===== src/hw/rtl/tsae_pkg.sv =====
// tsae_pkg: shared types, constants and arithmetic helpers of the track
// speed and acceleration estimator. No dependencies.
package tsae_pkg;

	// field and datapath widths
	localparam int TIME_W    = 32;
	localparam int CFG_W     = 16;
	localparam int CFG_IDX_W = 2;
	localparam int POS_W     = 17;
	localparam int VEL_W     = 24;
	localparam int MAG_W     = 24;
	localparam int MUL_A_W   = 25;
	localparam int MUL_B_W   = 17;
	localparam int PROD_W    = MUL_A_W + MUL_B_W;
	localparam int RAD_W     = 2 * MAG_W;
	localparam int REM_W     = MAG_W + 3;

	// job queue between front and back
	localparam int QUEUE_DEPTH = 4;
	localparam int QPTR_W      = $clog2(QUEUE_DEPTH);

	// square root: two result bits per cycle
	localparam int ROOT_STEPS = MAG_W / 2;
	localparam int STEP_W     = $clog2(ROOT_STEPS);

	// configuration register indexes
	localparam logic [CFG_IDX_W-1:0] REG_PITCH_LENGTH = 2'd0;
	localparam logic [CFG_IDX_W-1:0] REG_PITCH_WIDTH  = 2'd1;
	localparam logic [CFG_IDX_W-1:0] REG_INV_TWO_DT   = 2'd2;

	localparam logic [CFG_W-1:0] INV_TWO_DT_RESET = 16'd640;

	// saturation bounds for velocity and acceleration components
	localparam logic signed [PROD_W-1:0] SAT_HI = PROD_W'((2 ** (VEL_W - 1)) - 1);
	localparam logic signed [PROD_W-1:0] SAT_LO = -SAT_HI - PROD_W'(1);
	localparam logic signed [PROD_W-1:0] RATE_ROUND = PROD_W'(128);

	typedef struct packed {
		logic [CFG_W-1:0] pitch_length;
		logic [CFG_W-1:0] pitch_width;
		logic [CFG_W-1:0] inv_two_dt;
	} cfg_t;

	// one result to be finished by the back part
	typedef struct packed {
		logic [TIME_W-1:0]       sample_time;
		logic signed [VEL_W-1:0] vel_x;
		logic signed [VEL_W-1:0] vel_y;
		logic                    speed_ok;
		logic signed [VEL_W-1:0] acc_x;
		logic signed [VEL_W-1:0] acc_y;
		logic                    accel_ok;
		logic                    final_res;
	} job_t;

	typedef struct packed {
		logic [TIME_W-1:0] sample_time;
		logic [MAG_W-1:0]  speed;
		logic [MAG_W-1:0]  accel;
		logic              speed_ok;
		logic              accel_ok;
		logic [MAG_W-1:0]  peak_speed;
		logic              final_res;
	} result_t;

	typedef struct packed {
		logic [REM_W-1:0] rem;
		logic [MAG_W-1:0] root;
	} root_t;

	// round to nearest by 1/256 and clamp to signed 24 bits
	function automatic logic signed [VEL_W-1:0] rate_scale(input logic signed [PROD_W-1:0] p);
		logic signed [PROD_W-1:0] r;
		r = (p + RATE_ROUND) >>> 8;
		if (r > SAT_HI) begin
			r = SAT_HI;
		end else if (r < SAT_LO) begin
			r = SAT_LO;
		end
		return r[VEL_W-1:0];
	endfunction

	// magnitude of a signed component
	function automatic logic [MAG_W-1:0] abs_val(input logic signed [VEL_W-1:0] v);
		logic [MAG_W-1:0] u;
		u = v;
		if (v[VEL_W-1]) begin
			u = ~u + MAG_W'(1);
		end
		return u;
	endfunction

	// one restoring digit of an integer square root
	function automatic root_t isqrt_step(input root_t s, input logic [1:0] pair);
		logic [REM_W-1:0] r;
		logic [REM_W-1:0] trial;
		root_t n;
		r = {s.rem[REM_W-3:0], pair};
		trial = {1'b0, s.root, 2'b01};
		if (r >= trial) begin
			n.rem = r - trial;
			n.root = {s.root[MAG_W-2:0], 1'b1};
		end else begin
			n.rem = r;
			n.root = {s.root[MAG_W-2:0], 1'b0};
		end
		return n;
	endfunction

endpackage


===== src/hw/rtl/tsae_front.sv =====
// tsae_front: accepts samples, converts positions to mm, forms velocity and
// acceleration components on one shared multiplier and emits result jobs.
// Depends on tsae_pkg.
module tsae_front #(
	parameter int POSITION_BITS = 16
) (
	input  logic                         clk,
	input  logic                         arst_n,
	input  logic                         push,
	output logic                         full,
	input  logic [tsae_pkg::TIME_W-1:0]  time_stamp,
	input  logic [POSITION_BITS-1:0]     x_norm,
	input  logic [POSITION_BITS-1:0]     y_norm,
	input  logic                         last,
	input  tsae_pkg::cfg_t               cfg,
	output logic                         job_push,
	output tsae_pkg::job_t               job,
	input  logic                         job_full
);
	import tsae_pkg::*;

	localparam logic [POSITION_BITS:0] CENTER = (POSITION_BITS + 1)'(1) << (POSITION_BITS - 1);
	localparam logic signed [PROD_W-1:0] HALF_P = PROD_W'(1) << (POSITION_BITS - 1);

	typedef enum logic [3:0] {
		F_IDLE, F_PX, F_PY, F_VX, F_VY, F_AX, F_AY, F_AW, F_E0, F_E1, F_E2
	} fstate_t;

	fstate_t state_q;

	logic [TIME_W-1:0]        t_q;
	logic [POSITION_BITS-1:0] xn_q;
	logic [POSITION_BITS-1:0] yn_q;
	logic                     last_q;
	logic signed [PROD_W-1:0] prod_q;
	logic signed [POS_W-1:0]  px_q;
	logic signed [POS_W-1:0]  py_q;
	logic signed [VEL_W-1:0]  vx_q;
	logic signed [VEL_W-1:0]  vy_q;
	logic signed [VEL_W-1:0]  ax_q;
	logic signed [VEL_W-1:0]  ay_q;

	logic signed [POS_W-1:0]  pos_x_hist_q [2];
	logic signed [POS_W-1:0]  pos_y_hist_q [2];
	logic signed [VEL_W-1:0]  vel_x_hist_q [2];
	logic signed [VEL_W-1:0]  vel_y_hist_q [2];
	logic [TIME_W-1:0]        time_hist_q  [2];
	logic [1:0]               count_q;
	logic                     vel_pair_ok_q;

	logic ge2;
	logic ge3;
	assign ge2 = count_q[1];
	assign ge3 = &count_q;

	// centered coordinates and differences
	logic [POSITION_BITS:0]  cx;
	logic [POSITION_BITS:0]  cy;
	logic signed [POS_W:0]   dx;
	logic signed [POS_W:0]   dy;
	logic signed [VEL_W:0]   dvx;
	logic signed [VEL_W:0]   dvy;
	assign cx  = {1'b0, xn_q} - CENTER;
	assign cy  = {1'b0, yn_q} - CENTER;
	assign dx  = {px_q[POS_W-1], px_q} - {pos_x_hist_q[1][POS_W-1], pos_x_hist_q[1]};
	assign dy  = {py_q[POS_W-1], py_q} - {pos_y_hist_q[1][POS_W-1], pos_y_hist_q[1]};
	assign dvx = {vx_q[VEL_W-1], vx_q} - {vel_x_hist_q[1][VEL_W-1], vel_x_hist_q[1]};
	assign dvy = {vy_q[VEL_W-1], vy_q} - {vel_y_hist_q[1][VEL_W-1], vel_y_hist_q[1]};

	// shared multiplier operand select
	logic signed [MUL_A_W-1:0] mul_a;
	logic [CFG_W-1:0]          mul_b_u;
	logic signed [MUL_B_W-1:0] mul_b;
	logic signed [PROD_W-1:0]  prod_d;

	always_comb begin
		mul_a = '0;
		mul_b_u = '0;
		unique case (state_q)
			F_PX: begin
				mul_a = MUL_A_W'($signed(cx));
				mul_b_u = cfg.pitch_length;
			end
			F_PY: begin
				mul_a = MUL_A_W'($signed(cy));
				mul_b_u = cfg.pitch_width;
			end
			F_VX: begin
				mul_a = MUL_A_W'(dx);
				mul_b_u = cfg.inv_two_dt;
			end
			F_VY: begin
				mul_a = MUL_A_W'(dy);
				mul_b_u = cfg.inv_two_dt;
			end
			F_AX: begin
				mul_a = MUL_A_W'(dvx);
				mul_b_u = cfg.inv_two_dt;
			end
			F_AY: begin
				mul_a = MUL_A_W'(dvy);
				mul_b_u = cfg.inv_two_dt;
			end
			default: begin
				mul_a = '0;
				mul_b_u = '0;
			end
		endcase
	end

	assign mul_b  = $signed({1'b0, mul_b_u});
	assign prod_d = mul_a * mul_b;

	// product to whole millimetres, rounded half up
	logic signed [PROD_W-1:0] pos_full;
	logic signed [POS_W-1:0]  pos_mm;
	assign pos_full = (prod_q + HALF_P) >>> POSITION_BITS;
	assign pos_mm   = pos_full[POS_W-1:0];

	logic signed [VEL_W-1:0] rate_val;
	assign rate_val = rate_scale(prod_q);

	// job select and emit condition
	logic emit_need;
	logic emit_state;
	always_comb begin
		job = '0;
		emit_need = 1'b0;
		emit_state = 1'b0;
		unique case (state_q)
			F_E0: begin
				emit_state = 1'b1;
				emit_need = ge2;
				job.sample_time = time_hist_q[1];
				job.vel_x = vel_x_hist_q[0];
				job.vel_y = vel_y_hist_q[0];
				job.speed_ok = ge3;
				job.acc_x = ax_q;
				job.acc_y = ay_q;
				job.accel_ok = vel_pair_ok_q;
			end
			F_E1: begin
				emit_state = 1'b1;
				emit_need = last_q && (count_q != 2'd0);
				job.sample_time = time_hist_q[0];
				job.vel_x = vx_q;
				job.vel_y = vy_q;
				job.speed_ok = ge2;
			end
			F_E2: begin
				emit_state = 1'b1;
				emit_need = last_q;
				job.sample_time = t_q;
				job.final_res = 1'b1;
			end
			default: begin
				emit_state = 1'b0;
			end
		endcase
	end

	logic emit_go;
	assign emit_go  = emit_state && (!emit_need || !job_full);
	assign job_push = emit_state && emit_need && !job_full;
	assign full     = (state_q != F_IDLE);

	// sequencer and track history
	always_ff @(posedge clk or negedge arst_n) begin
		if (!arst_n) begin
			state_q <= F_IDLE;
			t_q <= '0;
			xn_q <= '0;
			yn_q <= '0;
			last_q <= 1'b0;
			prod_q <= '0;
			px_q <= '0;
			py_q <= '0;
			vx_q <= '0;
			vy_q <= '0;
			ax_q <= '0;
			ay_q <= '0;
			for (int i = 0; i < 2; i++) begin
				pos_x_hist_q[i] <= '0;
				pos_y_hist_q[i] <= '0;
				vel_x_hist_q[i] <= '0;
				vel_y_hist_q[i] <= '0;
				time_hist_q[i] <= '0;
			end
			count_q <= '0;
			vel_pair_ok_q <= 1'b0;
		end else begin
			prod_q <= prod_d;
			unique case (state_q)
				F_IDLE: begin
					if (push) begin
						t_q <= time_stamp;
						xn_q <= x_norm;
						yn_q <= y_norm;
						last_q <= last;
						state_q <= F_PX;
					end
				end
				F_PX: state_q <= F_PY;
				F_PY: begin
					px_q <= pos_mm;
					state_q <= F_VX;
				end
				F_VX: begin
					py_q <= pos_mm;
					state_q <= F_VY;
				end
				F_VY: begin
					vx_q <= rate_val;
					state_q <= F_AX;
				end
				F_AX: begin
					vy_q <= rate_val;
					state_q <= F_AY;
				end
				F_AY: begin
					ax_q <= rate_val;
					state_q <= F_AW;
				end
				F_AW: begin
					ay_q <= rate_val;
					state_q <= F_E0;
				end
				F_E0: begin
					if (emit_go) begin
						state_q <= F_E1;
					end
				end
				F_E1: begin
					if (emit_go) begin
						state_q <= F_E2;
					end
				end
				F_E2: begin
					if (emit_go) begin
						state_q <= F_IDLE;
						if (last_q) begin
							for (int i = 0; i < 2; i++) begin
								pos_x_hist_q[i] <= '0;
								pos_y_hist_q[i] <= '0;
								vel_x_hist_q[i] <= '0;
								vel_y_hist_q[i] <= '0;
								time_hist_q[i] <= '0;
							end
							count_q <= '0;
							vel_pair_ok_q <= 1'b0;
						end else begin
							if (ge2) begin
								vel_x_hist_q[1] <= vel_x_hist_q[0];
								vel_x_hist_q[0] <= vx_q;
								vel_y_hist_q[1] <= vel_y_hist_q[0];
								vel_y_hist_q[0] <= vy_q;
								vel_pair_ok_q <= ge3;
							end
							pos_x_hist_q[1] <= pos_x_hist_q[0];
							pos_x_hist_q[0] <= px_q;
							pos_y_hist_q[1] <= pos_y_hist_q[0];
							pos_y_hist_q[0] <= py_q;
							time_hist_q[1] <= time_hist_q[0];
							time_hist_q[0] <= t_q;
							if (!ge3) begin
								count_q <= count_q + 2'd1;
							end
						end
					end
				end
				default: state_q <= F_IDLE;
			endcase
		end
	end

endmodule


===== config.mk =====
export PLATFORM = sky130hd
export DESIGN_NAME = tsae_front
export DESIGN_NICKNAME = d
export VERILOG_FILES = /design/src/hw/rtl/tsae_pkg.sv /design/src/hw/rtl/tsae_front.sv
export SDC_FILE = /design/constraint.sdc
export NUM_CORES = 2
export LEC_CHECK = 0
export BUFFER_PORTS_ARGS = -buffer_cell sky130_fd_sc_hd__buf_4
export CAP_MARGIN = 20
export CORE_ASPECT_RATIO = 0.9
export CORE_MARGIN = 2
export CORE_UTILIZATION = 53
export CTS_CLUSTER_SIZE = 8
export DETAILED_ROUTE_END_ITERATION = 16
export PLACE_DENSITY = 0.77
export SLEW_MARGIN = 20
export SYNTH_ARGS = -nofsm -noshare
export SYNTH_HDL_FRONTEND = slang
export SYNTH_SLANG_ARGS = --single-unit

===== constraint.sdc =====
create_clock -name clk -period 17.2 [get_ports clk]
set_input_delay 0 -clock clk [delete_from_list [all_inputs] [get_ports clk]]
set_output_delay 0 -clock clk [all_outputs]
set_load 0.02 [all_outputs]

==> flow_summary_export.csv <==
group,metric,value,unit
global_route,met3_usage,0.0742,
setup_path,critPathMaxStageDelay,0.83,ns
placement,dpl.hpwl,94300,um
logic_synthesis,postSynthAreaPerCell,9.05,um2
sta,setup_viol,0,
setup_path,cp_max_fo,11,
logic_synthesis,synth_edf_count,0,
global_route,met1_usage,0.454,
sta,hold_viol_final,0,
global_route,grt-ovfl-total,0,
die,num_rows,95,
finish,drive_gt1_frac,0.113,
finish,multi_input_area,25400,um2
clock_tree,clkLatencyLatePin,0.64,ns
clock_tree,cts_buffers,68,
setup_path,critPathKind,"reg2reg",
global_route,grt_use_total,0.329,
sta,slew_violations,0,
setup_path,critPathRequiredTime,17.70,ns
sta,worst_slack,6.97,ns
setup_path,slowest_stage,"a2111oi_1",
logic_synthesis,synth_top_area_share,0.289,
sta,skew,0.0595,ns
finish,area_delta_synth_final,13.3,%
global_route,antenna_found_initial,2,
sta,fin_setup_tns,0,ns
logic_synthesis,syn_inst,4447,
die,core,74900,um2
finish,n_fill_cell,6249,
die,die_h,265,um
logic_synthesis,synth_seq_area_share,0.289,
route,via_count,34200,
clock_tree,tritoncts,"done",
die,die_area,78200,um2
global_route,grt_pass1_wl,197000,um
logic_synthesis,synth_nets,5144,
clock_tree,clk_pin_slew,0.06,ns
sta,fmax,97.7,MHz
logic_synthesis,synth_ff_type,"dfrtp_1",
sta,min_period,10.23,ns
sta,period_share,0.595,
logic_synthesis,synth_common_cells,"624 x inv_1, 528 x nand2_1, 465 x dfrtp_1",
outcome,outcome,"complete, no violations",
sta,rsz0062_at_grt,"false",
hold_path,hold_path.class,"in2async",
logic_synthesis,ys_types,82,
die,boundaryPins,250,
placement,io_buffer_count,249,
finish,ff_latch_area,11600,um2
sta,worst_pin_slew,1.15,ns
placement,place_congestion,0.990,
die,start_util,0.538,
route,drt-total-wl,128000,um
route,viasPerCell,6.08,
global_route,busiest_layer,"met2",
global_route,grt_max_degree,165,
job,maxCapViolCount,0,
route,drc_errors,0,
setup_path,worst_path_most_repeated_cell,"fa_1",
logic_synthesis,synth.most_common_cell,"inv_1",
sta,slew_headroom,0.226,
global_route,grt_pass1_vias,33600,
logic_synthesis,ys_warn_count,0,
setup_path,cp.arrival,10.73,ns
route,drt_iter0_markers,3689,
clock_tree,clockBufferDepth,3,
setup_path,start_kind,"flip-flop",
clock_tree,htree_levels,3,
clock_tree,cts-root-buf,"clkbuf_16",
logic_synthesis,yosys.area.top_type,"dfrtp_1",
placement,pre_cts_slack,7.25,ns
global_route,met2_usage,0.502,
route,drtAntennaViolNets,0,
logic_synthesis,synth_area_leaders,"dfrtp_1 29%, fa_1 20%, inv_1 5.8%",
clock_tree,clock_sinks,465,
route,drt_pass1_iterations,8,
logic_synthesis,synth_area,40300,um2
logic_synthesis,yosys_register_bits,465,
logic_synthesis,async_reset_ff_frac,1.00,
die,die_x,295,um
finish,final_net_count,5343,
route,routedWlPerCell,22.8,um
setup_path,endpoint_kind,"flip-flop",
final timing paths:
path,start,to,slack (ns),cells after the start
worst max-delay path,py_q[0],prod_q[41],6.97,29
worst min-delay path,arst_n,time_hist_q[49],0.007,2
worst max register to register,py_q[0],prod_q[41],6.97,29
worst min register to register,ay_q[9],ay_q[9],0.47,2
max in group asynchronous,arst_n,vx_q[13],15.05,5
min in group clk,time_stamp[5],t_q[5],0.14,3
placed cells by master (no fill, tap or decap), types with 73 or more instances in the layout:
master    count
nor2_1      157
fa_1        393
and2_1       85
o21ai_1      92
a22o_1       84
buf_4       302
ha_1        187
a21oi_1     159
mux2_2       73
inv_1       624
dfrtp_1     464
o31ai_1      82
o21ai_0     353
nand2_1     524
nand2b_1    212
stage by stage:
| stage | std cells | area [um2] | hold WS [ns] | utilization |
|---|---|---|---|---|
| floorplan | 4447 | 40300 | -0.296 | - |
| global placement | 5475 | 42900 | 0.110 | 0.573 |
| detailed placement | 5476 | 42900 | 0.104 | 0.573 |
| CTS | 5623 | 45600 | 0.0295 | 0.609 |
| global route | 5625 | 45600 | 0.0742 | 0.609 |
| finish | 5627 | 45600 | 0.00723 | 0.609 |
registers in the layout (all words and copies together) (netlist names), 16 cells and up:
name,count
time_hist_q,64
vel_x_hist_q,48
vel_y_hist_q,48
prod_q,35
pos_x_hist_q,34
pos_y_hist_q,34
t_q,32
ax_q,24
ay_q,24
vx_q,24
vy_q,24
px_q,17
py_q,17
xn_q,16
yn_q,16
kinds of logic (layout without fill, tap and decap cells):
| kind of cell | Yosys count | after routing | synth area share |
|---|---|---|---|
| multiplexers | 85 | 85 | 0.0234 |
| other | 0 | 2 | 0 |
| buffers and inverters | 870 | 1078 | 0.0825 |
| flip-flops | 465 | 465 | 0.289 |
| AO/OA/AOI/OAI | 1145 | 1145 | 0.187 |
| XOR/XNOR | 103 | 103 | 0.0224 |
| AND/OR/NAND/NOR | 1199 | 1199 | 0.142 |
| adder cells (fa/ha/maj) | 580 | 580 | 0.254 |
routing by layer:
metal / wire length, um / up-vias / share of wire
met5: 0 / - / 0
met4: 6010 / 0 / 0.047
met3: 12300 / 361 / 0.096
met2: 57500 / 1772 / 0.45
met1: 52500 / 16900 / 0.41
li1: - / 15200 / -
critical path, delay by kind of cell (launching register included):
| kind | cells | cell delay (ns) |
|---|---|---|
| adders and majority gates | 9 | 4.17 |
| xor gates and xnor gates | 1 | 0.13 |
| and+or+nand+nor | 5 | 1.10 |
| AOI/OAI and AO/OA | 10 | 4.15 |
| buffers and inverters | 4 | 0.21 |
| DFF | 1 | 0.32 |
what timing repair did:
item                                   in CTS  in global routing
hold buffers                               68                  0
resized for setup                           0                  0
endpoints found under the hold margin     166                  0
setup endpoints to repair                   0                  0
setup buffers                               0                  0
cell type report:
cell class | count | share of cell area
Antenna cell | 2 | 0.000110
Clock buffer | 71 | 0.0378
Clock inverter | 8 | 0.00505
Inverter | 624 | 0.0513
Multi-Input combinational cell | 3112 | 0.557
Sequential cell | 465 | 0.255
Tap cell | 970 | 0.0266
Timing Repair Buffer | 375 | 0.0669
Power is left out: the tool's default activity adds up to more than one toggle a clock period on the data nets, which glitch-free logic cannot reach.
