==> src/hw/rtl/tsae_pkg.sv <==
// tsae_pkg: shared types, constants and arithmetic helpers of the track
// speed and acceleration estimator. No dependencies.
package tsae_pkg;

	// field and datapath widths
	localparam int TIME_W    = 32;
	localparam int CFG_W     = 16;
	localparam int CFG_IDX_W = 2;
	localparam int POS_W     = 17;
	localparam int VEL_W     = 24;
	localparam int MAG_W     = 24;
	localparam int MUL_A_W   = 25;
	localparam int MUL_B_W   = 17;
	localparam int PROD_W    = MUL_A_W + MUL_B_W;
	localparam int RAD_W     = 2 * MAG_W;
	localparam int REM_W     = MAG_W + 3;

	// job queue between front and back
	localparam int QUEUE_DEPTH = 4;
	localparam int QPTR_W      = $clog2(QUEUE_DEPTH);

	// square root: two result bits per cycle
	localparam int ROOT_STEPS = MAG_W / 2;
	localparam int STEP_W     = $clog2(ROOT_STEPS);

	// configuration register indexes
	localparam logic [CFG_IDX_W-1:0] REG_PITCH_LENGTH = 2'd0;
	localparam logic [CFG_IDX_W-1:0] REG_PITCH_WIDTH  = 2'd1;
	localparam logic [CFG_IDX_W-1:0] REG_INV_TWO_DT   = 2'd2;

	localparam logic [CFG_W-1:0] INV_TWO_DT_RESET = 16'd640;

	// saturation bounds for velocity and acceleration components
	localparam logic signed [PROD_W-1:0] SAT_HI = PROD_W'((2 ** (VEL_W - 1)) - 1);
	localparam logic signed [PROD_W-1:0] SAT_LO = -SAT_HI - PROD_W'(1);
	localparam logic signed [PROD_W-1:0] RATE_ROUND = PROD_W'(128);

	typedef struct packed {
		logic [CFG_W-1:0] pitch_length;
		logic [CFG_W-1:0] pitch_width;
		logic [CFG_W-1:0] inv_two_dt;
	} cfg_t;

	// one result to be finished by the back part
	typedef struct packed {
		logic [TIME_W-1:0]       sample_time;
		logic signed [VEL_W-1:0] vel_x;
		logic signed [VEL_W-1:0] vel_y;
		logic                    speed_ok;
		logic signed [VEL_W-1:0] acc_x;
		logic signed [VEL_W-1:0] acc_y;
		logic                    accel_ok;
		logic                    final_res;
	} job_t;

	typedef struct packed {
		logic [TIME_W-1:0] sample_time;
		logic [MAG_W-1:0]  speed;
		logic [MAG_W-1:0]  accel;
		logic              speed_ok;
		logic              accel_ok;
		logic [MAG_W-1:0]  peak_speed;
		logic              final_res;
	} result_t;

	typedef struct packed {
		logic [REM_W-1:0] rem;
		logic [MAG_W-1:0] root;
	} root_t;

	// round to nearest by 1/256 and clamp to signed 24 bits
	function automatic logic signed [VEL_W-1:0] rate_scale(input logic signed [PROD_W-1:0] p);
		logic signed [PROD_W-1:0] r;
		r = (p + RATE_ROUND) >>> 8;
		if (r > SAT_HI) begin
			r = SAT_HI;
		end else if (r < SAT_LO) begin
			r = SAT_LO;
		end
		return r[VEL_W-1:0];
	endfunction

	// magnitude of a signed component
	function automatic logic [MAG_W-1:0] abs_val(input logic signed [VEL_W-1:0] v);
		logic [MAG_W-1:0] u;
		u = v;
		if (v[VEL_W-1]) begin
			u = ~u + MAG_W'(1);
		end
		return u;
	endfunction

	// one restoring digit of an integer square root
	function automatic root_t isqrt_step(input root_t s, input logic [1:0] pair);
		logic [REM_W-1:0] r;
		logic [REM_W-1:0] trial;
		root_t n;
		r = {s.rem[REM_W-3:0], pair};
		trial = {1'b0, s.root, 2'b01};
		if (r >= trial) begin
			n.rem = r - trial;
			n.root = {s.root[MAG_W-2:0], 1'b1};
		end else begin
			n.rem = r;
			n.root = {s.root[MAG_W-2:0], 1'b0};
		end
		return n;
	endfunction

endpackage

==> src/hw/rtl/tsae_queue.sv <==
// tsae_queue: short job queue that decouples the front and back parts.
// Depends on tsae_pkg.
module tsae_queue (
	input  logic           clk,
	input  logic           arst_n,
	input  logic           push,
	input  tsae_pkg::job_t wr_job,
	output logic           full,
	input  logic           pop,
	output tsae_pkg::job_t rd_job,
	output logic           empty
);
	import tsae_pkg::*;

	job_t              mem_q [QUEUE_DEPTH];
	logic [QPTR_W-1:0] wr_ptr_q;
	logic [QPTR_W-1:0] rd_ptr_q;
	logic [QPTR_W:0]   fill_q;

	assign full   = (fill_q == (QPTR_W + 1)'(QUEUE_DEPTH));
	assign empty  = (fill_q == '0);
	assign rd_job = mem_q[rd_ptr_q];

	logic do_push;
	logic do_pop;
	assign do_push = push && !full;
	assign do_pop  = pop && !empty;

	// pointers and fill level
	always_ff @(posedge clk or negedge arst_n) begin
		if (!arst_n) begin
			wr_ptr_q <= '0;
			rd_ptr_q <= '0;
			fill_q <= '0;
		end else begin
			if (do_push) begin
				wr_ptr_q <= wr_ptr_q + QPTR_W'(1);
			end
			if (do_pop) begin
				rd_ptr_q <= rd_ptr_q + QPTR_W'(1);
			end
			if (do_push && !do_pop) begin
				fill_q <= fill_q + (QPTR_W + 1)'(1);
			end else if (do_pop && !do_push) begin
				fill_q <= fill_q - (QPTR_W + 1)'(1);
			end
		end
	end

	// storage
	always_ff @(posedge clk) begin
		if (do_push) begin
			mem_q[wr_ptr_q] <= wr_job;
		end
	end

endmodule

==> config.mk <==
export PLATFORM = sky130hd
export DESIGN_NAME = tsae_queue
export DESIGN_NICKNAME = d
export VERILOG_FILES = /design/src/hw/rtl/tsae_pkg.sv /design/src/hw/rtl/tsae_queue.sv
export SDC_FILE = /design/constraint.sdc
export NUM_CORES = 1
export LEC_CHECK = 0
export BUFFER_PORTS_ARGS = -buffer_cell sky130_fd_sc_hd__buf_2
export CORE_MARGIN = 2
export CORE_UTILIZATION = 50
export CTS_BUF_LIST = sky130_fd_sc_hd__clkbuf_8
export DETAILED_ROUTE_END_ITERATION = 10
export PLACE_DENSITY = 0.71
export SYNTH_ARGS = -nofsm -noshare
export SYNTH_HDL_FRONTEND = slang
export SYNTH_SLANG_ARGS = --single-unit
==> constraint.sdc <==
create_clock -name clk -period 7.2 [get_ports clk]
set_input_delay 0.36 -clock clk [delete_from_list [all_inputs] [get_ports clk]]
set_output_delay 0.36 -clock clk [all_outputs]
set_load 0.005 [all_outputs]
==> impl_results.html, run 1 <==
<table>
<tr><th>Metric</th><th>Value</th></tr>
<tr><th colspan="2">Status</th></tr>
<tr><td>Result of the run</td><td>finished clean</td></tr>
<tr><th colspan="2">Flow run</th></tr>
<tr><td>Max Cap Violations</td><td>0</td></tr>
<tr><th colspan="2">Critical path</th></tr>
<tr><td>Critical Path RT</td><td>a little under 7 ns</td></tr>
<tr><td>Critical Setup Path Class</td><td>reg2out</td></tr>
<tr><td>Startpoint types</td><td>register</td></tr>
<tr><td>CP max FO</td><td>71</td></tr>
<tr><td>Reg-to-reg critical path startpoint</td><td>fill_q[2]</td></tr>
<tr><td>Reg2reg setup slack</td><td>roughly 4.2 ns</td></tr>
<tr><td>Endpoint type of the worst setup path</td><td>output pin</td></tr>
<tr><td>Endpoint of the worst register-to-register path</td><td>mem_q[0][84]</td></tr>
<tr><td>Depth of the worst register-to-register path</td><td>4</td></tr>
<tr><td>Critical path data arrival time</td><td>about 3.3 ns</td></tr>
<tr><th colspan="2">GRT</th></tr>
<tr><td>Overall fraction of global-route tracks in use</td><td>around a fifth</td></tr>
<tr><td>Via count of the first global-routing pass</td><td>approximately 10000</td></tr>
<tr><td>Pin count of the biggest net entering global routing</td><td>72</td></tr>
<tr><td>Total congestion overflow</td><td>0</td></tr>
<tr><td>Antenna violations before repair</td><td>4</td></tr>
<tr><td>Wire length of the first global-routing pass</td><td>around 59 mm</td></tr>
<tr><th colspan="2">Logic synthesis</th></tr>
<tr><td>Area fraction in and, or, nand and nor cells after synthesis</td><td>0.2982%</td></tr>
<tr><td>Post-synthesis sequential area ratio</td><td>between 80 and 90%</td></tr>
<tr><td>Proportion of synthesized area in mux cells</td><td>15.40%</td></tr>
<tr><td>Dominant combinational cell family by area after synthesis</td><td>multiplexers</td></tr>
<tr><td>Net Count, Synth</td><td>approximately 860</td></tr>
<tr><td>Synthesized-area fraction occupied by xor and xnor cells</td><td>less than 1%</td></tr>
<tr><td>Number of library cell types mapped by synthesis</td><td>20</td></tr>
<tr><td>Register bit count reported by yosys</td><td>531</td></tr>
<tr><td>Netlist Area Pre-Place</td><td>19300 um^2</td></tr>
<tr><td>Synthesized netlist cell count</td><td>between 700 and 800</td></tr>
<tr><td>Share of synthesized cell area in full adder, half adder and majority cells</td><td>0.4279%</td></tr>
<tr><td>Synth Area in Compound Gates</td><td>0%</td></tr>
<tr><td>Average cell area after synthesis</td><td>26.77 um^2</td></tr>
<tr><td>Yosys warning count</td><td>0</td></tr>
<tr><th colspan="2">Placement</th></tr>
<tr><td>Dpl hpwl</td><td>approximately 22 mm</td></tr>
<tr><td>Dpl cell area</td><td>around 21000 um^2</td></tr>
<tr><td>Port buffer count</td><td>approximately 270</td></tr>
<tr><td>DP Worst Slack</td><td>between 4 and 5 ns</td></tr>
<tr><td>RePlAce Congestion</td><td>0.7165</td></tr>
<tr><th colspan="2">STA</th></tr>
<tr><td>Setup repair after global routing missed its margin</td><td>no</td></tr>
<tr><td>Pins over their slew limit</td><td>0</td></tr>
<tr><td>Clock skew after layout</td><td>0.02061 ns</td></tr>
<tr><td>Final worst path period need</td><td>approximately 3.7 ns</td></tr>
<tr><td>Post-route setup TNS</td><td>0 ns</td></tr>
<tr><td>Final Hold Violating Endpoints</td><td>0</td></tr>
<tr><td>Actual transition at the worst max-transition pin</td><td>about 1.1 ns</td></tr>
<tr><td>Relative slew slack</td><td>between 20% and 30%</td></tr>
<tr><td>Count of endpoints failing setup in the final report</td><td>0</td></tr>
<tr><td>Achievable clock frequency</td><td>approximately 270 MHz</td></tr>
<tr><td>Fraction of the cycle the final worst path needs</td><td>around 51%</td></tr>
<tr><td>Setup slack after layout</td><td>3.513 ns</td></tr>
<tr><th colspan="2">CTS</th></tr>
<tr><td>CTS root buf</td><td>sky130_fd_sc_hd__clkbuf_8</td></tr>
<tr><td>Clock Sink Count</td><td>approximately 530</td></tr>
<tr><td>Clock insertion delay at the later pin of the skew report</td><td>slightly above 0.6 ns</td></tr>
<tr><td>Clock transition at the registers of the reported paths</td><td>approximately 0.060 ns</td></tr>
<tr><td>H-tree lvl count</td><td>3</td></tr>
<tr><td>CTS tree</td><td>yes</td></tr>
<tr><td>Number of buffers created by CTS</td><td>83</td></tr>
<tr><td>Setup bufs post-CTS</td><td>0</td></tr>
<tr><td>Largest buffer count on any clock path</td><td>3</td></tr>
<tr><th colspan="2">Layout</th></tr>
<tr><td>Area Growth Syn to Fin</td><td>24.65%</td></tr>
<tr><td>End-of-flow core utilization</td><td>63.57%</td></tr>
<tr><td>Commonest non-fill, non-tap cell in the layout</td><td>sky130_fd_sc_hd__edfxtp_1</td></tr>
<tr><td>Fillers</td><td>around 2600</td></tr>
<tr><td>Fraction of final layout cells with drive strength greater than 1</td><td>41.44%</td></tr>
<tr><td>Non-Filler Cell Area, Final</td><td>around 24000 um^2</td></tr>
<tr><td>Nets</td><td>1328</td></tr>
<tr><td>Top library cells by usage in the layout, fill and taps aside</td><td>sky130_fd_sc_hd__edfxtp_1, sky130_fd_sc_hd__buf_2, sky130_fd_sc_hd__dlygate4sd3_1</td></tr>
<tr><th colspan="2">Detailed routing</th></tr>
<tr><td>Drt drc</td><td>0</td></tr>
<tr><td>Total vias in the final route</td><td>roughly 9200</td></tr>
<tr><td>Routed WL per cell</td><td>around 22 um</td></tr>
<tr><td>Total wire length after detailed routing</td><td>roughly 38 mm</td></tr>
<tr><td>ANT nets after route</td><td>0</td></tr>
<tr><td>Routed via count divided by cell count</td><td>around 5.2</td></tr>
<tr><td>Iteration-0 DRC count of the detailed router</td><td>between 500 and 600</td></tr>
<tr><td>Detailed-router iteration count before antenna repair</td><td>5</td></tr>
<tr><th colspan="2">Power</th></tr>
<tr><td>Largest voltage drop on the vdd net</td><td>roughly 0.00021 V</td></tr>
<tr><td>Clock network fraction of total power</td><td>about 26%</td></tr>
<tr><td>Static Leak</td><td>between 8 and 9 nW</td></tr>
<tr><td>Combinational Power Share</td><td>about 27%</td></tr>
<tr><td>Fraction of power spent switching nets</td><td>between 20% and 30%</td></tr>
<tr><td>Pint</td><td>6.584 mW</td></tr>
<tr><td>Power density of the placed cells</td><td>between 300 and 400 nW/um^2</td></tr>
<tr><td>Psw</td><td>roughly 2.6 mW</td></tr>
<tr><td>Total power</td><td>~9.2 mW</td></tr>
<tr><td>Sequential fraction of design power</td><td>47.3%</td></tr>
<tr><th colspan="2">Die</th></tr>
<tr><td>Chip Width</td><td>200.5 um</td></tr>
<tr><td>Initial core utilization</td><td>51.00%</td></tr>
<tr><td>Area of the placeable core</td><td>about 38000 um^2</td></tr>
<tr><td>IO Count</td><td>between 200 and 300</td></tr>
<tr><td>Total Die Area</td><td>between 40000 and 50000 um^2</td></tr>
<tr><td>Overall die height</td><td>roughly 200 um</td></tr>
<tr><td>Number of placement rows</td><td>71</td></tr>
<tr><th colspan="2">Hold path</th></tr>
<tr><td>Classification of the worst-slack hold path</td><td>in2async</td></tr>
</table>
==> sequential cells by signal (all words and copies together) (netlist names) <==
| name | flops |
|---|---|
| mem_q | 524 |
| fill_q | 3 |
| rd_ptr_q | 2 |
| wr_ptr_q | 2 |
==> worst max path at each step <==
stage,startpoint,endpoint,slack (ns),depth (start not counted)
after floorplan,fill_q[2],mem_q[0][0],2.88,4
after global placement,rd_ptr_q[1],rd_job[117],4.09,3
after detailed placement,rd_ptr_q[1],rd_job[117],4.08,3
after CTS,rd_ptr_q[1],rd_job[117],3.40,3
after global routing,rd_ptr_q[1],rd_job[113],3.36,3
final,rd_ptr_q[1],rd_job[113],3.51,3
==> per-layer routing <==
layer  global-route usage (%)  vias up  routed length (um)
li1                         -     4075                   -
met5                        0        -                   0
met3                    5.893       46                3096
met1                    26.16     4772               15870
met4                    6.720        0                 754
met2                    30.67      336               18530
==> synth_stat cells <==
cell type / instances / area [um^2]
sky130_fd_sc_hd__nor2b_1: 1 / 6.260
sky130_fd_sc_hd__nor3b_1: 1 / 7.510
sky130_fd_sc_hd__buf_6: 9 / 101.4
sky130_fd_sc_hd__nor2_1: 1 / 3.750
sky130_fd_sc_hd__nand3_1: 1 / 5.000
sky130_fd_sc_hd__mux2_2: 2 / 22.52
sky130_fd_sc_hd__and2_1: 4 / 25.02
sky130_fd_sc_hd__dfrtp_1: 7 / 175.2
sky130_fd_sc_hd__edfxtp_1: 524 / 15740
sky130_fd_sc_hd__or3_1: 1 / 6.260
sky130_fd_sc_hd__ha_1: 5 / 62.56
sky130_fd_sc_hd__buf_2: 17 / 85.08
sky130_fd_sc_hd__fa_1: 1 / 20.02
sky130_fd_sc_hd__clkbuf_1: 4 / 15.01
sky130_fd_sc_hd__mux4_2: 131 / 2950
sky130_fd_sc_hd__xnor2_1: 4 / 35.03
sky130_fd_sc_hd__inv_1: 4 / 15.01
sky130_fd_sc_hd__xor2_1: 2 / 17.52
sky130_fd_sc_hd__buf_4: 1 / 7.510
sky130_fd_sc_hd__nand2_1: 1 / 3.750
==> timing repair <==
action | CTS | global route
hold buffers | 133 | 0
gates resized for setup | 0 | 0
endpoints found under the hold margin | 532 | 0
==> critical path: stages, from the launching register on <==
cell                      delay (ns)
sky130_fd_sc_hd__dfrtp_4        1.05
sky130_fd_sc_hd__buf_4          0.98
sky130_fd_sc_hd__mux4_2         0.47
sky130_fd_sc_hd__buf_2          0.15
==> power by group through the flow <==
stage | combinational [mW] | clock [mW] | sequential (mW)
after global routing | 2.69 | 2.55 | 4.39
after CTS | 2.56 | 2.41 | 4.35
final | 2.49 | 2.34 | 4.33
after floorplan | 1.61 | 0 | 4.31
after global placement | 2.48 | 0 | 4.38
after detailed placement | 2.49 | 0 | 4.41
==> logic make-up (layout without fill, tap and decap cells) <==
group	after synthesis	count (layout)
DFF	531	531
muxes	133	133
buffers and inverters	35	564
and+or+nand+nor	10	10
adders and majority gates	6	6
xor gates and xnor gates	6	6
other	0	3
==> cell type report <==
type                    instances  area, um^2  share of cell area [%]
flip-flops and latches        531       15920                   66.16
multi-input cells             155        3176                   13.20
repair buffers                412        2758                   11.46
clock buffers                  87        1197                   4.977
well taps                     511       639.4                   2.658
clock inverters                61       347.8                   1.446
inverters                       4       15.01                 0.06241
diodes                          3       7.507                 0.03120
==> stage by stage <==
stage / hold WS, ns / cells
after floorplan: 0.06441 / 721
after global placement: 0.2055 / 1480
after detailed placement: 0.2109 / 1480
after CTS: 0.1146 / 1761
after global routing: 0.1401 / 1764
final: 0.1716 / 1764
(Power assumes the default switching activity.)
==> run 2: changes to the inputs <==
--- a/config.mk
+++ b/config.mk
@@ -10,7 +10,7 @@
 export CORE_UTILIZATION = 50
 export CTS_BUF_LIST = sky130_fd_sc_hd__clkbuf_8
 export DETAILED_ROUTE_END_ITERATION = 10
-export PLACE_DENSITY = 0.71
+export PLACE_DENSITY = 0.74
 export SYNTH_ARGS = -nofsm -noshare
 export SYNTH_HDL_FRONTEND = slang
 export SYNTH_SLANG_ARGS = --single-unit
==> constraint.sdc (replaced) <==
create_clock -name clk -period 3.3 [get_ports clk]
set_input_delay 0.165 -clock clk [delete_from_list [all_inputs] [get_ports clk]]
set_output_delay 0.165 -clock clk [all_outputs]
set_load 0.005 [all_outputs]
==> run 2 against run 1 <==
  * Hold slack lost 0.10 ns
  * Utilization grew 0.50 points
  * Sequential cell count is the same
  * Global-route usage shrank 0.57 points
==> impl_results.html, run 2 (synthesized netlist as in run 1, its figures left out) <==
<table>
<tr><th>Metric</th><th>Value</th></tr>
<tr><th colspan="2">Status</th></tr>
<tr><td>Result of the run</td><td>finished clean</td></tr>
<tr><th colspan="2">Layout</th></tr>
<tr><td>Largest registers</td><td>mem_q x524, fill_q x3</td></tr>
<tr><td>Top library cells by usage in the layout, fill and taps aside</td><td>sky130_fd_sc_hd__edfxtp_1, sky130_fd_sc_hd__buf_2, sky130_fd_sc_hd__dlygate4sd3_1</td></tr>
<tr><td>Nets</td><td>1333 (+0.38%)</td></tr>
<tr><td>Commonest non-fill, non-tap cell in the layout</td><td>sky130_fd_sc_hd__edfxtp_1</td></tr>
<tr><td>Flip-flop count of the largest register, all copies and words added</td><td>524 (unchanged)</td></tr>
<tr><td>Fraction of final layout cells with drive strength greater than 1</td><td>41.88% (+0.44 points)</td></tr>
<tr><td>Register with the most flip-flops</td><td>mem_q</td></tr>
<tr><td>Multi-input gate area</td><td>3176 um^2 (unchanged)</td></tr>
<tr><td>Fillers</td><td>2568 (-0.43%)</td></tr>
<tr><td>Area Growth Syn to Fin</td><td>25.64%</td></tr>
<tr><td>Sequential cell area</td><td>15920 um^2 (unchanged)</td></tr>
<tr><td>Count of placed standard cells in the final layout, fillers left out</td><td>1770 (+0.34%)</td></tr>
<tr><th colspan="2">CTS</th></tr>
<tr><td>Clock transition at the registers of the reported paths</td><td>0.06 ns (about the same)</td></tr>
<tr><td>H-tree lvl count</td><td>3 (unchanged)</td></tr>
<tr><td>Largest buffer count on any clock path</td><td>3 (unchanged)</td></tr>
<tr><td>Number of buffers created by CTS</td><td>85 (+2.4%)</td></tr>
<tr><td>Clock insertion delay at the later pin of the skew report</td><td>0.61 ns (about the same)</td></tr>
<tr><td>CTS root buf</td><td>sky130_fd_sc_hd__clkbuf_8</td></tr>
<tr><td>Clock Sink Count</td><td>531 (unchanged)</td></tr>
<tr><td>Setup bufs post-CTS</td><td>0 (unchanged)</td></tr>
<tr><td>CTS tree</td><td>yes</td></tr>
<tr><th colspan="2">Hold path</th></tr>
<tr><td>Classification of the worst-slack hold path</td><td>in2reg</td></tr>
<tr><th colspan="2">Power</th></tr>
<tr><td>Clock network fraction of total power</td><td>25.7% (about the same)</td></tr>
<tr><td>Static Leak</td><td>8.457 nW (+0.40%)</td></tr>
<tr><td>Fraction of power spent switching nets</td><td>27.97% (-0.19 points)</td></tr>
<tr><td>Power density of the placed cells</td><td>831.8 nW/um^2 (+120%)</td></tr>
<tr><td>Largest voltage drop on the vdd net</td><td>0.0005425 V (+160%)</td></tr>
<tr><td>Psw</td><td>5.641 mW (+120%)</td></tr>
<tr><td>Pint</td><td>14.53 mW (+120%)</td></tr>
<tr><td>Sequential fraction of design power</td><td>46.6% (-0.7 points)</td></tr>
<tr><td>Combinational Power Share</td><td>27.7% (+0.5 points)</td></tr>
<tr><th colspan="2">STA</th></tr>
<tr><td>Setup slack after layout</td><td>0.6529 ns (-2.860 ns)</td></tr>
<tr><td>Post-route setup TNS</td><td>0 ns (unchanged)</td></tr>
<tr><td>Clock skew after layout</td><td>0.02321 ns (+0.002599 ns)</td></tr>
<tr><td>Actual transition at the worst max-transition pin</td><td>0.8480 ns (-0.2707 ns)</td></tr>
<tr><td>Count of endpoints failing setup in the final report</td><td>0 (unchanged)</td></tr>
<tr><td>Setup repair after global routing missed its margin</td><td>no</td></tr>
<tr><td>Final hold slack</td><td>0.06902 ns (-0.1026 ns)</td></tr>
<tr><td>Final worst path period need</td><td>approximately 2.6 ns</td></tr>
<tr><td>Relative slew slack</td><td>43.46% (+18 points)</td></tr>
<tr><td>Pins over their slew limit</td><td>0 (unchanged)</td></tr>
<tr><td>Achievable clock frequency</td><td>around 380 MHz</td></tr>
<tr><td>Fraction of the cycle the final worst path needs</td><td>about 80%</td></tr>
<tr><td>Final Hold Violating Endpoints</td><td>0 (unchanged)</td></tr>
<tr><th colspan="2">Die</th></tr>
<tr><td>Number of placement rows</td><td>71 (unchanged)</td></tr>
<tr><td>Chip Width</td><td>200.5 um (unchanged)</td></tr>
<tr><td>Area of the placeable core</td><td>37840 um^2 (unchanged)</td></tr>
<tr><td>Initial core utilization</td><td>51.00% (unchanged)</td></tr>
<tr><td>IO Count</td><td>268 (unchanged)</td></tr>
<tr><td>Overall die height</td><td>200.5 um (unchanged)</td></tr>
<tr><td>Total Die Area</td><td>40190 um^2 (unchanged)</td></tr>
<tr><th colspan="2">Critical path</th></tr>
<tr><td>Critical Path RT</td><td>3.13 ns (-3.71 ns)</td></tr>
<tr><td>Worst-path cell chain</td><td>buf_12, mux4_2, buf_2</td></tr>
<tr><td>Critical path data arrival time</td><td>2.48 ns (-0.85 ns)</td></tr>
<tr><td>Crit path max-delay family</td><td>flip-flops</td></tr>
<tr><td>Critical Path Slowest Stage Cell</td><td>sky130_fd_sc_hd__dfrtp_4</td></tr>
<tr><td>Startpoint types</td><td>register</td></tr>
<tr><td>Reg-to-reg critical path startpoint</td><td>fill_q[2]</td></tr>
<tr><td>Total buffers and inverters traversed by the critical path</td><td>2 (unchanged)</td></tr>
<tr><td>Slowest Stage Delay on Critical Path</td><td>0.75 ns (-0.30 ns)</td></tr>
<tr><td>Endpoint type of the worst setup path</td><td>output pin</td></tr>
<tr><td>Crit path from</td><td>rd_ptr_q[0]</td></tr>
<tr><td>CP Capture Point</td><td>rd_job[40]</td></tr>
<tr><td>Depth of the worst register-to-register path</td><td>4 (unchanged)</td></tr>
<tr><td>Endpoint of the worst register-to-register path</td><td>mem_q[1][62]</td></tr>
<tr><td>Number of logic stages on the critical path including buffering</td><td>3 (unchanged)</td></tr>
<tr><td>Reg2reg setup slack</td><td>0.95 ns (-3.28 ns)</td></tr>
<tr><td>Critical Setup Path Class</td><td>reg2out</td></tr>
<tr><td>CP max FO</td><td>39 (-45%)</td></tr>
<tr><th colspan="2">Detailed routing</th></tr>
<tr><td>Routed via count divided by cell count</td><td>5.260 (+0.54%)</td></tr>
<tr><td>ANT nets after route</td><td>0 (unchanged)</td></tr>
<tr><td>Detailed-router iteration count before antenna repair</td><td>5 (unchanged)</td></tr>
<tr><td>Total vias in the final route</td><td>9310 (+0.88%)</td></tr>
<tr><td>Iteration-0 DRC count of the detailed router</td><td>495 (-17%)</td></tr>
<tr><td>Drt drc</td><td>0 (unchanged)</td></tr>
<tr><td>Total wire length after detailed routing</td><td>37.15 mm (-2.9%)</td></tr>
<tr><td>Routed WL per cell</td><td>20.99 um (-3.2%)</td></tr>
<tr><th colspan="2">GRT</th></tr>
<tr><td>Pin count of the biggest net entering global routing</td><td>132 (+83%)</td></tr>
<tr><td>Wire length of the first global-routing pass</td><td>57.45 mm (-2.8%)</td></tr>
<tr><td>Via count of the first global-routing pass</td><td>10180 (-0.079%)</td></tr>
<tr><td>Overall fraction of global-route tracks in use</td><td>18.86% (-0.57 points)</td></tr>
<tr><td>Antenna violations before repair</td><td>3 (-1)</td></tr>
<tr><td>Total congestion overflow</td><td>0 (unchanged)</td></tr>
<tr><th colspan="2">Placement</th></tr>
<tr><td>Dpl hpwl</td><td>20.24 mm (-8.3%)</td></tr>
<tr><td>Port buffer count</td><td>267 (unchanged)</td></tr>
<tr><td>Number of placed instances, taps included</td><td>1482 (+0.14%)</td></tr>
<tr><td>DP Worst Slack</td><td>0.9130 ns (-3.167 ns)</td></tr>
<tr><td>RePlAce Congestion</td><td>0.7255 (+1.3%)</td></tr>
<tr><th colspan="2">Flow run</th></tr>
<tr><td>Max Cap Violations</td><td>0 (unchanged)</td></tr>
</table>
-- run 2: cell count changes in the layout (fill, tap and decap cells not counted) --
cell	change
sky130_fd_sc_hd__clkbuf_8	+1
sky130_fd_sc_hd__clkinv_4	+1
sky130_fd_sc_hd__inv_6	+1
sky130_fd_sc_hd__clkinv_2	+1
sky130_fd_sc_hd__buf_12	+10
sky130_fd_sc_hd__buf_4	-8
sky130_fd_sc_hd__clkinvlp_4	+2
sky130_fd_sc_hd__clkinv_1	+6
sky130_fd_sc_hd__inv_1	-9
sky130_fd_sc_hd__dlygate4sd3_1	+1
-- run 2: worst min-delay path by stage --
stage,from,end,slack [ns],cells past startpoint
after floorplan,arst_n,fill_q[0],-0.13,0
after global placement,arst_n,fill_q[1],0.01,1
after detailed placement,arst_n,fill_q[1],0.01,1
after CTS,push,wr_ptr_q[0],0.003,3
after global routing,push,wr_ptr_q[0],0.04,3
final,push,wr_ptr_q[0],0.07,3
-- run 2: worst min-delay path, delay by kind of cell --
family,cells,cell delay [ns]
simple gates,1,0.21
xor+xnor,1,0.16
buf+inv,1,0.10
-- run 2: cell type report --
cell class	instances	share of cell area (%)
Timing Repair Buffer	415	11.99
Clock inverter	63	1.543
Tap cell	511	2.637
Inverter	4	0.06192
Sequential cell	531	65.65
Antenna cell	3	0.03096
Multi-Input combinational cell	155	13.10
Clock buffer	88	4.995
-- run 2: layer usage --
| layer | track usage [%] | vias to the layer above | part of all wire [%] |
|---|---|---|---|
| met5 | 0 | - | 0 |
| met4 | 7.169 | 0 | 2.4 |
| met3 | 5.276 | 65 | 7.1 |
| met2 | 30.90 | 318 | 50 |
| met1 | 24.35 | 4838 | 40 |
| li1 | - | 4089 | - |
-- run 2: power groups by stage --
stage | Clock, mW | Sequential [mW] | Combinational (mW)
3_5_place_dp | 0 | 9.54 | 5.57
5_1_grt | 5.66 | 9.51 | 6.03
3_3_place_gp | 0 | 9.46 | 5.56
6_report | 5.19 | 9.39 | 5.59
4_1_cts | 5.34 | 9.41 | 5.72
2_1_floorplan | 0 | 9.29 | 3.53
-- run 2: repair_timing --
| item | in CTS | in global routing |
|---|---|---|
| endpoints found under the setup margin | 0 | 0 |
| hold buffers | 134 | 0 |
| gates resized for setup | 0 | 0 |
| endpoints found under the hold margin | 533 | 0 |
-- run 2: stage by stage --
| step | area (um^2) | power (mW) | util (%) |
|---|---|---|---|
| final | 24250 | 20.17 | 64.07 |
| after floorplan | 19300 | 12.82 | - |
| after global routing | 24250 | 21.20 | 64.07 |
| after CTS | 24240 | 20.47 | 64.05 |
| after detailed placement | 21310 | 15.11 | 56.32 |
| after global placement | 21310 | 15.02 | 56.32 |
==> run 3: changes to the inputs <==
==> constraint.sdc (replaced) <==
create_clock -name clk -period 2.4 [get_ports clk]
set_input_delay 0.12 -clock clk [delete_from_list [all_inputs] [get_ports clk]]
set_output_delay 0.12 -clock clk [all_outputs]
set_load 0.005 [all_outputs]
==> run 3 against run 2 <==
  * Clock-buffer cell count down 3
  * Clock power up 36%
  * Sequential share of layout area down 0.59 points
  * Non-clock buffer count up 17
  * Design area up 0.91%
  * Critical path type unchanged
==> impl_results.html, run 3 (synthesized netlist as in run 1, its figures left out) <==
<table>
<tr><th>Metric</th><th>Value</th></tr>
<tr><th colspan="2">Layout</th></tr>
<tr><td>Area Growth Syn to Fin</td><td>26.79%</td></tr>
<tr><td>Sequential cell area</td><td>15920 um^2 (unchanged)</td></tr>
<tr><td>Fraction of final layout cells with drive strength greater than 1</td><td>42.63% (+0.75 points)</td></tr>
<tr><td>Nets</td><td>1347 (+1.1%)</td></tr>
<tr><td>Register with the most flip-flops</td><td>mem_q</td></tr>
<tr><td>Commonest non-fill, non-tap cell in the layout</td><td>sky130_fd_sc_hd__edfxtp_1</td></tr>
<tr><td>End-of-flow core utilization</td><td>64.66% (+0.59 points)</td></tr>
<tr><td>Largest registers</td><td>mem_q x524, fill_q x3</td></tr>
<tr><td>Fillers</td><td>2482 (-3.3%)</td></tr>
<tr><td>Flip-flop count of the largest register, all copies and words added</td><td>524 (unchanged)</td></tr>
<tr><td>Multi-input gate area</td><td>3176 um^2 (unchanged)</td></tr>
<tr><td>Top library cells by usage in the layout, fill and taps aside</td><td>sky130_fd_sc_hd__edfxtp_1, sky130_fd_sc_hd__buf_2, sky130_fd_sc_hd__dlygate4sd3_1</td></tr>
<tr><th colspan="2">Die</th></tr>
<tr><td>Total Die Area</td><td>40190 um^2 (unchanged)</td></tr>
<tr><td>Initial core utilization</td><td>51.00% (unchanged)</td></tr>
<tr><td>Number of placement rows</td><td>71 (unchanged)</td></tr>
<tr><td>IO Count</td><td>268 (unchanged)</td></tr>
<tr><td>Overall die height</td><td>200.5 um (unchanged)</td></tr>
<tr><td>Chip Width</td><td>200.5 um (unchanged)</td></tr>
<tr><td>Area of the placeable core</td><td>37840 um^2 (unchanged)</td></tr>
<tr><th colspan="2">Detailed routing</th></tr>
<tr><td>Detailed-router iteration count before antenna repair</td><td>5 (unchanged)</td></tr>
<tr><td>Drt drc</td><td>0 (unchanged)</td></tr>
<tr><td>Total wire length after detailed routing</td><td>37.87 mm (+1.9%)</td></tr>
<tr><td>Routed via count divided by cell count</td><td>5.285 (+0.48%)</td></tr>
<tr><td>ANT nets after route</td><td>0 (unchanged)</td></tr>
<tr><td>Routed WL per cell</td><td>21.32 um (+1.6%)</td></tr>
<tr><td>Iteration-0 DRC count of the detailed router</td><td>563 (+14%)</td></tr>
<tr><td>Total vias in the final route</td><td>9386 (+0.82%)</td></tr>
<tr><th colspan="2">GRT</th></tr>
<tr><td>Total congestion overflow</td><td>0 (unchanged)</td></tr>
<tr><td>Wire length of the first global-routing pass</td><td>58.97 mm (+2.7%)</td></tr>
<tr><td>Antenna violations before repair</td><td>2 (-1)</td></tr>
<tr><td>Pin count of the biggest net entering global routing</td><td>72 (-45%)</td></tr>
<tr><td>Via count of the first global-routing pass</td><td>10450 (+2.7%)</td></tr>
<tr><td>Overall fraction of global-route tracks in use</td><td>19.44% (+0.58 points)</td></tr>
<tr><th colspan="2">Critical path</th></tr>
<tr><td>Crit path from</td><td>rd_ptr_q[0]</td></tr>
<tr><td>Slowest Stage Delay on Critical Path</td><td>0.55 ns (-0.20 ns)</td></tr>
<tr><td>Worst-path cell chain</td><td>buf_12, buf_12, mux4_2, buf_2</td></tr>
<tr><td>Total buffers and inverters traversed by the critical path</td><td>3 (+1)</td></tr>
<tr><td>Endpoint type of the worst setup path</td><td>output pin</td></tr>
<tr><td>Critical Setup Path Class</td><td>reg2out</td></tr>
<tr><td>CP max FO</td><td>14 (-64%)</td></tr>
<tr><td>Critical Path RT</td><td>2.28 ns (-0.85 ns)</td></tr>
<tr><td>Startpoint types</td><td>register</td></tr>
<tr><td>Reg-to-reg critical path startpoint</td><td>fill_q[0]</td></tr>
<tr><td>Depth of the worst register-to-register path</td><td>8 (+4)</td></tr>
<tr><td>Number of logic stages on the critical path including buffering</td><td>4 (+1)</td></tr>
<tr><td>Endpoint of the worst register-to-register path</td><td>fill_q[2]</td></tr>
<tr><td>Reg2reg setup slack</td><td>0.21 ns (-0.74 ns)</td></tr>
<tr><td>Critical path data arrival time</td><td>2.14 ns (-0.34 ns)</td></tr>
<tr><td>Critical Path Slowest Stage Cell</td><td>sky130_fd_sc_hd__mux4_2</td></tr>
<tr><td>CP dominant cell by count</td><td>sky130_fd_sc_hd__buf_12</td></tr>
<tr><td>Crit path max-delay family</td><td>multiplexers</td></tr>
<tr><th colspan="2">STA</th></tr>
<tr><td>Fraction of the cycle the final worst path needs</td><td>roughly 94%</td></tr>
<tr><td>Actual transition at the worst max-transition pin</td><td>0.4563 ns (-0.3918 ns)</td></tr>
<tr><td>Final worst path period need</td><td>between 2 and 2.5 ns</td></tr>
<tr><td>Setup repair after global routing missed its margin</td><td>no</td></tr>
<tr><td>Achievable clock frequency</td><td>roughly 440 MHz</td></tr>
<tr><td>Clock skew after layout</td><td>0.02117 ns (-0.002042 ns)</td></tr>
<tr><td>Pins over their slew limit</td><td>0 (unchanged)</td></tr>
<tr><td>Relative slew slack</td><td>69.58% (+26 points)</td></tr>
<tr><td>Count of endpoints failing setup in the final report</td><td>0 (unchanged)</td></tr>
<tr><td>Final Hold Violating Endpoints</td><td>0 (unchanged)</td></tr>
<tr><th colspan="2">Flow run</th></tr>
<tr><td>Max Cap Violations</td><td>0 (unchanged)</td></tr>
<tr><th colspan="2">Power</th></tr>
<tr><td>Power density of the placed cells</td><td>1149 nW/um^2 (+38%)</td></tr>
<tr><td>Largest voltage drop on the vdd net</td><td>0.0007880 V (+45%)</td></tr>
<tr><td>Static Leak</td><td>8.542 nW (+1.0%)</td></tr>
<tr><td>Total power</td><td>28.12 mW (+39%)</td></tr>
<tr><th colspan="2">CTS</th></tr>
<tr><td>Number of buffers created by CTS</td><td>82 (-3.5%)</td></tr>
<tr><td>CTS root buf</td><td>sky130_fd_sc_hd__clkbuf_8</td></tr>
<tr><td>H-tree lvl count</td><td>3 (unchanged)</td></tr>
<tr><td>CTS tree</td><td>yes</td></tr>
<tr><td>Clock transition at the registers of the reported paths</td><td>0.06 ns (about the same)</td></tr>
<tr><td>Clock insertion delay at the later pin of the skew report</td><td>0.62 ns (about the same)</td></tr>
<tr><td>Clock Sink Count</td><td>531 (unchanged)</td></tr>
<tr><td>Total of cells resized after clock tree synthesis</td><td>0 (unchanged)</td></tr>
<tr><td>Largest buffer count on any clock path</td><td>3 (unchanged)</td></tr>
<tr><th colspan="2">Hold path</th></tr>
<tr><td>Start point of the worst min-delay path</td><td>push</td></tr>
<tr><td>Classification of the worst-slack hold path</td><td>in2reg</td></tr>
<tr><td>Hold Path Depth</td><td>4 (+1)</td></tr>
<tr><td>Worst Hold Endpoint</td><td>wr_ptr_q[0]</td></tr>
<tr><th colspan="2">Placement</th></tr>
<tr><td>RePlAce Congestion</td><td>0.7044 (-2.9%)</td></tr>
<tr><td>Port buffer count</td><td>267 (unchanged)</td></tr>
<tr><td>Dpl hpwl</td><td>21.75 mm (+7.5%)</td></tr>
<tr><th colspan="2">Status</th></tr>
<tr><td>Result of the run</td><td>finished clean</td></tr>
</table>
run 3: cell types whose count changed in the layout (fill, tap and decap cells not counted):
cell	change
sky130_fd_sc_hd__buf_12	+12
sky130_fd_sc_hd__buf_4	+5
sky130_fd_sc_hd__inv_1	-5
sky130_fd_sc_hd__clkbuf_8	-3
sky130_fd_sc_hd__bufinv_16	+1
sky130_fd_sc_hd__clkinv_1	-1
sky130_fd_sc_hd__clkinv_2	-1
sky130_fd_sc_hd__clkinv_4	-1
sky130_fd_sc_hd__inv_6	-1
run 3: how the worst max path moves through the flow:
stage,to,slack [ns]
final,rd_job[112],0.14
after global placement,fill_q[2],0.35
after CTS,rd_job[130],0.08
after global routing,rd_job[19],0.04
after detailed placement,fill_q[2],0.23
after floorplan,mem_q[0][0],-0.46
run 3: area by class of cell:
cell class / instances / area share, %
antenna: 3 / 0.03068
clock buffer: 85 / 4.781
clock inverter: 55 / 1.468
inverter: 4 / 0.06136
multi-input combinational: 155 / 12.98
sequential: 531 / 65.05
tap: 511 / 2.613
timing repair buffer: 432 / 13.02
run 3: routing by layer:
metal	up-vias	share of wire (%)	global-route usage, %
met5	-	0	0
met4	0	2.2	7.196
met3	65	7.3	5.601
met2	324	50	31.73
met1	4892	41	25.18
li1	4105	-	-
run 3: tightest hold or removal path, cell delays in order:
cell and delay [ns]:
sky130_fd_sc_hd__buf_2 0.09, sky130_fd_sc_hd__nor2b_1 0.15, sky130_fd_sc_hd__buf_4 0.16, sky130_fd_sc_hd__xnor2_1 0.12
run 3: report_power, final:
group | switching (mW) | total [mW] | internal [mW] | leakage, nW
registers | 0.416 | 12.7 | 12.2 | 4.88
clock network | 3.25 | 7.06 | 3.80 | 0.850
logic | 4.14 | 8.40 | 4.26 | 2.81
run 3: metrics by stage:
stage	setup TNS, ns	hold slack, ns	setup slack, ns	instances	area, um^2
after floorplan	-241.83	-0.1756	-0.4615	721	19300
after global placement	0	-0.03921	0.3454	1494	21530
after detailed placement	0	-0.03060	0.2335	1494	21530
after CTS	0	0.008217	0.08442	1773	24460
after global routing	0	0.04446	0.04131	1775	24470
final	0	0.06539	0.1406	1776	24470
run 3: what timing repair did:
action                                  4_1_cts  5_1_grt
hold endpoints to repair                    534        0
hold buffers                                134        0
endpoints found under the setup margin      121        0
setup buffers                                 5        0
